`config.mk`:
```
export PLATFORM = sky130hd
export DESIGN_NAME = keyed_block_transposition_unit
export DESIGN_NICKNAME = d
export VERILOG_FILES = /design/src/rtl/kbt_pkg.sv /design/src/rtl/kbt_ctrl.sv /design/src/rtl/kbt_datapath.sv /design/src/rtl/keyed_block_transposition_unit.sv
export SDC_FILE = /design/constraint.sdc
export NUM_CORES = 1
export LEC_CHECK = 0
export BUFFER_PORTS_ARGS = -buffer_cell sky130_fd_sc_hd__buf_2
export CELL_PAD_IN_SITES_DETAIL_PLACEMENT = 2
export CELL_PAD_IN_SITES_GLOBAL_PLACEMENT = 2
export CORE_MARGIN = 4
export CORE_UTILIZATION = 46
export DETAILED_ROUTE_END_ITERATION = 8
export GPL_ROUTABILITY_DRIVEN = 0
export PLACE_DENSITY_LB_ADDON = 0.1
export SLEW_MARGIN = 30
export SYNTH_ARGS = -nofsm -noshare
export SYNTH_HDL_FRONTEND = slang
export SYNTH_HIERARCHICAL = 1
export SYNTH_SLANG_ARGS = --single-unit
```
`constraint.sdc`:
```
create_clock -name clk -period 15.6 [get_ports clk]
set_input_delay 2.34 -clock clk [delete_from_list [all_inputs] [get_ports clk]]
set_output_delay 2.34 -clock clk [all_outputs]
set_load 0.05 [all_outputs]
```
`src/rtl/kbt_pkg.sv`:
```
`timescale 1ns / 1ps
`default_nettype none

package kbt_pkg;

    localparam int MaxBlock = 10;
    localparam int CntW     = 4;
    localparam int KeyW     = 40;
    localparam int DigW     = 4;
    localparam int CfgIdxW  = 2;

    localparam logic [7:0] PAD_CHAR   = 8'h7A;
    localparam logic [7:0] SPACE_CHAR = 8'h20;

    localparam logic DIR_ENCRYPT = 1'b0;
    localparam logic DIR_DECRYPT = 1'b1;

    localparam logic [CfgIdxW-1:0] CFG_DIRECTION  = 2'd0;
    localparam logic [CfgIdxW-1:0] CFG_BLOCK_LEN  = 2'd1;
    localparam logic [CfgIdxW-1:0] CFG_KEY_DIGITS = 2'd2;

    localparam logic [CntW-1:0] BLOCK_LEN_RESET  = 4'd8;
    localparam logic [KeyW-1:0] KEY_DIGITS_RESET = 40'h9876543210;

    typedef logic [MaxBlock-1:0][CntW-1:0] rank_arr_t;

    typedef enum logic [1:0] {
        ST_IDLE = 2'b01,
        ST_EMIT = 2'b10
    } state_t;

    typedef struct packed {
        logic accept;
        logic emit_step;
        logic emit_done;
    } kbt_cmd_t;

    typedef struct packed {
        logic emit_req;
        logic step_last;
        logic out_free;
    } kbt_status_t;

    function automatic logic [CntW-1:0] eff_len(input logic [CntW-1:0] len);
        logic [CntW-1:0] n;
        n = len;
        if (n == '0) n = CntW'(1);
        if (n > CntW'(MaxBlock)) n = CntW'(MaxBlock);
        return n;
    endfunction

    // Rank of each column among the active columns: by digit, ties broken by column index.
    function automatic rank_arr_t key_ranks(input logic [KeyW-1:0] key,
                                            input logic [CntW-1:0] n);
        rank_arr_t ranks;
        logic [MaxBlock-1:0] below;
        logic [DigW-1:0] dj;
        logic [DigW-1:0] di;
        for (int j = 0; j < MaxBlock; j++) begin
            dj = key[DigW*j +: DigW];
            for (int i = 0; i < MaxBlock; i++) begin
                di = key[DigW*i +: DigW];
                below[i] = (CntW'(i) < n) && ((di < dj) || ((di == dj) && (i < j)));
            end
            ranks[j] = CntW'($countones(below));
        end
        return ranks;
    endfunction

    function automatic logic [CntW-1:0] find_col(input rank_arr_t ranks,
                                                 input logic [CntW-1:0] target,
                                                 input logic [CntW-1:0] n);
        logic [CntW-1:0] col;
        col = '0;
        for (int j = 0; j < MaxBlock; j++) begin
            if ((ranks[j] == target) && (CntW'(j) < n)) col = CntW'(j);
        end
        return col;
    endfunction

endpackage

`default_nettype wire

```
`src/rtl/kbt_ctrl.sv`:
```
`timescale 1ns / 1ps
`default_nettype none

module kbt_ctrl
    import kbt_pkg::*;
(
    input  wire logic        clk,
    input  wire logic        rst_n,
    input  wire logic        in_valid,
    output logic             in_stall,
    input  wire kbt_status_t status,
    output kbt_cmd_t         cmd
);

    state_t state_reg;
    state_t state_next;

    always_comb
    begin
        state_next    = state_reg;
        cmd.accept    = 1'b0;
        cmd.emit_step = 1'b0;
        cmd.emit_done = 1'b0;
        in_stall      = 1'b1;
        unique case (state_reg)
            ST_IDLE:
            begin
                in_stall   = 1'b0;
                cmd.accept = in_valid;
                if (in_valid && status.emit_req) state_next = ST_EMIT;
            end
            ST_EMIT:
            begin
                cmd.emit_step = status.out_free;
                if (status.out_free && status.step_last)
                begin
                    cmd.emit_done = 1'b1;
                    state_next    = ST_IDLE;
                end
            end
            default:
            begin
                state_next = ST_IDLE;
            end
        endcase
    end

    always_ff @(posedge clk or negedge rst_n)
    begin
        if (!rst_n)
        begin
            state_reg <= ST_IDLE;
        end
        else
        begin
            state_reg <= state_next;
        end
    end

endmodule

`default_nettype wire

```
`src/rtl/kbt_datapath.sv`:
```
`timescale 1ns / 1ps
`default_nettype none

module kbt_datapath
    import kbt_pkg::*;
(
    input  wire logic               clk,
    input  wire logic               rst_n,
    input  wire logic               cfg_write,
    input  wire logic [CfgIdxW-1:0] cfg_index,
    input  wire logic [KeyW-1:0]    cfg_data,
    input  wire logic [7:0]         in_char,
    input  wire logic               in_last,
    input  wire kbt_cmd_t           cmd,
    output kbt_status_t             status,
    output logic                    out_valid,
    input  wire logic               out_stall,
    output logic [7:0]              out_char,
    output logic                    run_last,
    output logic                    message_end
);

    logic            direction_reg;
    logic [CntW-1:0] block_len_reg;
    logic [KeyW-1:0] key_digits_reg;

    logic [7:0] row_buffer [MaxBlock];

    logic [CntW-1:0] fill_reg;
    logic [CntW-1:0] fill_next;
    logic [CntW-1:0] k_reg;
    logic [CntW-1:0] k_next;
    logic            last_reg;
    logic            last_next;
    logic            out_valid_reg;
    logic            out_valid_next;
    logic [7:0]      out_char_reg;
    logic            run_last_reg;
    logic            message_end_reg;

    logic [CntW-1:0] n;
    rank_arr_t       ranks;
    logic [CntW-1:0] fill0;
    logic [CntW-1:0] fill1;
    logic [CntW-1:0] dec_col;
    logic [CntW-1:0] enc_col;
    logic            wr_en;
    logic [CntW-1:0] wr_idx;
    logic            is_space;
    logic            encrypt;
    logic [CntW-1:0] rd_idx;
    logic            rd_pad;

    always_comb
    begin
        n        = eff_len(block_len_reg);
        ranks    = key_ranks(key_digits_reg, n);
        fill0    = (fill_reg >= n) ? '0 : fill_reg;
        dec_col  = find_col(ranks, fill0, n);
        enc_col  = find_col(ranks, k_reg, n);
        is_space = (in_char == SPACE_CHAR);
        encrypt  = (direction_reg == DIR_ENCRYPT);

        if (encrypt)
        begin
            wr_en           = !is_space;
            wr_idx          = fill0;
            fill1           = fill0 + CntW'(!is_space);
            status.emit_req = (fill1 != '0) && ((fill1 >= n) || in_last);
        end
        else
        begin
            wr_en           = 1'b1;
            wr_idx          = dec_col;
            fill1           = fill0 + CntW'(1);
            status.emit_req = (fill1 >= n);
        end

        if (encrypt)
        begin
            rd_idx = enc_col;
            rd_pad = (enc_col >= fill_reg);
        end
        else
        begin
            rd_idx = k_reg;
            rd_pad = 1'b0;
        end

        status.step_last = (k_reg == n - CntW'(1));
        status.out_free  = !out_valid_reg || !out_stall;
    end

    always_comb
    begin
        fill_next      = fill_reg;
        k_next         = k_reg;
        last_next      = last_reg;
        out_valid_next = out_valid_reg;
        if (!out_stall) out_valid_next = 1'b0;
        if (cmd.accept)
        begin
            k_next    = '0;
            last_next = in_last;
            if (!encrypt && !status.emit_req && in_last) fill_next = '0;
            else fill_next = fill1;
        end
        if (cmd.emit_step)
        begin
            k_next         = k_reg + CntW'(1);
            out_valid_next = 1'b1;
        end
        if (cmd.emit_done) fill_next = '0;
    end

    always_ff @(posedge clk or negedge rst_n)
    begin
        if (!rst_n)
        begin
            direction_reg  <= DIR_ENCRYPT;
            block_len_reg  <= BLOCK_LEN_RESET;
            key_digits_reg <= KEY_DIGITS_RESET;
            fill_reg       <= '0;
            k_reg          <= '0;
            last_reg       <= 1'b0;
            out_valid_reg  <= 1'b0;
        end
        else
        begin
            if (cfg_write)
            begin
                unique case (cfg_index)
                    CFG_DIRECTION:  direction_reg  <= cfg_data[0];
                    CFG_BLOCK_LEN:  block_len_reg  <= cfg_data[CntW-1:0];
                    CFG_KEY_DIGITS: key_digits_reg <= cfg_data;
                    default:        ;
                endcase
            end
            fill_reg      <= fill_next;
            k_reg         <= k_next;
            last_reg      <= last_next;
            out_valid_reg <= out_valid_next;
        end
    end

    always_ff @(posedge clk)
    begin
        if (cmd.accept && wr_en) row_buffer[wr_idx] <= in_char;
        if (cmd.emit_step)
        begin
            out_char_reg    <= rd_pad ? PAD_CHAR : row_buffer[rd_idx];
            run_last_reg    <= status.step_last;
            message_end_reg <= last_reg;
        end
    end

    assign out_valid   = out_valid_reg;
    assign out_char    = out_char_reg;
    assign run_last    = run_last_reg;
    assign message_end = message_end_reg;

endmodule

`default_nettype wire

```
`src/rtl/keyed_block_transposition_unit.sv`:
```
// Output: a character that completes a row moves the controller to ST_EMIT, where each drain
// step registers one output word; the row's n words follow one per cycle while the output is
// not stalled. Throughput: a character that completes no row leaves the input free for the next;
// one that completes a row blocks input while the row buffer's single read port drains it.
// Reset: clears the registers to their reset values, the fill count and the output valid;
// the row buffer is not cleared.
`timescale 1ns / 1ps
`default_nettype none

module keyed_block_transposition_unit
    import kbt_pkg::*;
(
    input  wire logic               clk,
    input  wire logic               rst_n,
    input  wire logic               cfg_valid,
    output logic                    cfg_ready,
    input  wire logic [CfgIdxW-1:0] cfg_index,
    input  wire logic [KeyW-1:0]    cfg_data,
    input  wire logic               in_valid,
    output logic                    in_stall,
    input  wire logic [7:0]         in_char,
    input  wire logic               in_last,
    output logic                    out_valid,
    input  wire logic               out_stall,
    output logic [7:0]              out_char,
    output logic                    run_last,
    output logic                    message_end
);

    kbt_cmd_t    cmd;
    kbt_status_t status;

    assign cfg_ready = 1'b1;

    kbt_ctrl u_ctrl (
        .clk      (clk),
        .rst_n    (rst_n),
        .in_valid (in_valid),
        .in_stall (in_stall),
        .status   (status),
        .cmd      (cmd)
    );

    kbt_datapath u_datapath (
        .clk         (clk),
        .rst_n       (rst_n),
        .cfg_write   (cfg_valid && cfg_ready),
        .cfg_index   (cfg_index),
        .cfg_data    (cfg_data),
        .in_char     (in_char),
        .in_last     (in_last),
        .cmd         (cmd),
        .status      (status),
        .out_valid   (out_valid),
        .out_stall   (out_stall),
        .out_char    (out_char),
        .run_last    (run_last),
        .message_end (message_end)
    );

    // A character that completes a row blocks input until the row has drained.
    assert property (@(posedge clk) disable iff (!rst_n)
        cmd.accept && status.emit_req |=> in_stall)
        else $error("input not blocked after a row completed");

    assert property (@(posedge clk) disable iff (!rst_n)
        cmd.emit_step |=> out_valid)
        else $error("output word lost after a drain step");

    assert property (@(posedge clk) disable iff (!rst_n)
        cmd.emit_done |=> !in_stall)
        else $error("input still blocked after the row drained");

    assert property (@(posedge clk) disable iff (!rst_n)
        cmd.emit_step |=> run_last == $past(status.step_last))
        else $error("row end flag does not match the drain position");

endmodule

`default_nettype wire
```
==> reports/qor.txt <==
outcome - complete, no violations
fmax - 0.131 GHz
flop2flop setup slack - 7960 ps
register area - 4150 um^2
cts hold-fix bufs - 0
vias in the first global route - 12500
Worst-Margin Slew - 986 ps
hpwl dp - 37.2 mm
buffer depth of the longest clock path - 2
CTS tree - built
commonest non-fill, non-tap cells in the layout - ha_1, inv_1, edfxtp_1, a21oi_1, o21ai_0
# DRC - 0
Max-Cap Viols - 0
post-synth top area share - 21.3%
CP max FO - 14
CTS resizes - 0
Via density - 6.15
die span in y - 181 um
#FFs+latches synth - 147
Filler cells - 3077
Async SR Flop Fraction - 38.8%
Critical Path RT - 15810 ps
synth warn - 6
top_reg_cell synth - edfxtp_1
total gr overflow - 0
H-tree levels - 4
Worst-path clk slew - 80 ps
Max-slew headroom - 34.0%
DRT antenna net count - 0
setup violators final - 0
syn nets - 1642
final setup TNS - 0 ps
overall routing resource usage - 30.4%
drt wl/cell - 27.5 um
unrepaired setup endpoints after global routing - no
max-slew violation count - 0
first-pass iteration count of the detailed router - 5
Sink Count - 147
first-pass GRT wire length - 76.1 mm
max reg flops - 80
endpoints failing hold - 0
Critical Path End Type - flip-flop
IO Pins - 69
commonest non-fill, non-tap cell in the layout - ha_1
area delta synth->final - 10.1%
core box area - 29600 um^2
CTS Buf Count - 17
EDFF count, synth - 90
Syn Area/Cell - 10.6 um^2
post-synthesis instance area - 13800 um^2
Layout Skew - 20.5 ps
Hold/Removal Path Class - flip-flop to flip-flop
site row count - 63
crit path time final - 7640 ps
DRT iter0 DRCs - 587
top post-synthesis cells by area - ha_1, edfxtp_1, dfrtp_1
Port Buffers - 67
Final Cycle Share - 49.0%
Initial Utilization - 46.6%
routed vias - 10900
Slowest Stage Delay on Critical Path - 580 ps
crit path launch type - flip-flop
share of cells above drive strength 1 - 15.7%
initial antenna violation count - 1
Seq/Total Area, Yosys - 30.0%
Synth cell types - 81
Die X - 181 um
Crit path arrival time - 7860 ps
CTS root buf - clkbuf_16
largest net degree at the start of global routing - 58
clk_lat worst skew - 470 ps
fin nets - 1710
Final Routed Wirelength - 49.0 mm
biggest area consumer among synthesized cells - ha_1
Crit Path Class - flip-flop to flip-flop
slowest stage cell on the critical path - dfrtp_1
multi-input logic area - 9130 um^2
Die ar. - 32900 um^2
Synth Instances - 1307
post-CTS setup buffer count - 0
==> synth_stat cells, types with 7 or more instances <==
master    count
a21o_1       12
a21oi_1      72
a221oi_1     10
a41o_1       23
a41oi_1      13
and2_1       22
buf_2        10
clkbuf_1      9
dfrtp_1      40
dfstp_2      17
edfxtp_1     90
fa_1         44
ha_1        235
inv_1        98
mux2_2       53
mux2i_1      27
mux4_2        7
nand2_1      41
nand2b_1     58
nand3_1      15
nand4_1      12
nor2_1       64
nor2b_1      54
nor3_1       14
nor4_1        8
o21ai_0      68
or2_2         8
xnor2_1      40
xor2_1       28
==> cell families (layout without fill, tap and decap cells) <==
kind of cell	after synthesis	in the layout	synth area share [%]
AO/OA/AOI/OAI	263	263	13.2
XOR/XNOR	70	70	4.55
adder cells (fa/ha/maj)	279	279	27.7
buffers and inverters	131	212	4.01
flip-flops	147	147	30.0
multiplexers	87	87	7.42
other	1	3	0.0272
AND/OR/NAND/NOR	329	329	13.1
==> final timing paths <==
check / from / end / cells after the start
worst max-delay path: u_datapath/block_len_reg[2]$_DFFE_PN0P_ / u_datapath/out_char[2]$_SDFFCE_PP0P_ / 31
worst min-delay path: u_datapath/last_reg$_DFFE_PN0P_ / u_datapath/message_end$_DFFE_PP_ / 0
worst max register to register: u_datapath/block_len_reg[2]$_DFFE_PN0P_ / u_datapath/out_char[2]$_SDFFCE_PP0P_ / 31
worst min register to register: u_datapath/last_reg$_DFFE_PN0P_ / u_datapath/message_end$_DFFE_PP_ / 0
max in group asynchronous: rst_n / u_datapath/k_reg[3]$_DFFE_PN0P_ / 2
min in group asynchronous: rst_n / u_datapath/key_digits_reg[5]$_DFFE_PN0P_ / 2
==> through the flow <==
step	instances	area (um^2)	util, %	hold slack (ps)	worst slack, ps
after floorplan	1307	13800	-	421	8570
after global placement	1746	14600	49.2	427	8340
after detailed placement	1746	14600	49.2	456	8000
after CTS	1778	15200	51.2	461	7970
after global routing	1778	15200	51.3	480	7380
final	1780	15200	51.3	459	7960
==> critical path, delay by kind of cell (launching register included) <==
kind / cells / cell delay, ps
buf+inv: 5 / 530
compound gates: 9 / 1750
fa+ha+maj: 7 / 2780
flops: 1 / 580
xor+xnor: 1 / 170
simple gates: 9 / 1570
==> layout make-up <==
type / instances / area share, %
inverters: 100 / 2.47
flip-flops and latches: 147 / 27.3
clock inverters: 14 / 1.25
clock buffers: 18 / 2.82
repair buffers: 80 / 2.85
diodes: 2 / 0.0329
well taps: 390 / 3.21
multi-input cells: 1029 / 60.1
==> per-layer routing <==
layer  wire length (um)  track usage, %  up-vias
met5                  0               0        -
met4               2370            14.5        0
met3               1940            5.36      130
met2              24700            53.1      284
met1              20000            36.1     5598
li1                   -               -     4928
Power is left out: the tool's default activity adds up to more than one toggle a clock period on the data nets, which glitch-free logic cannot reach.
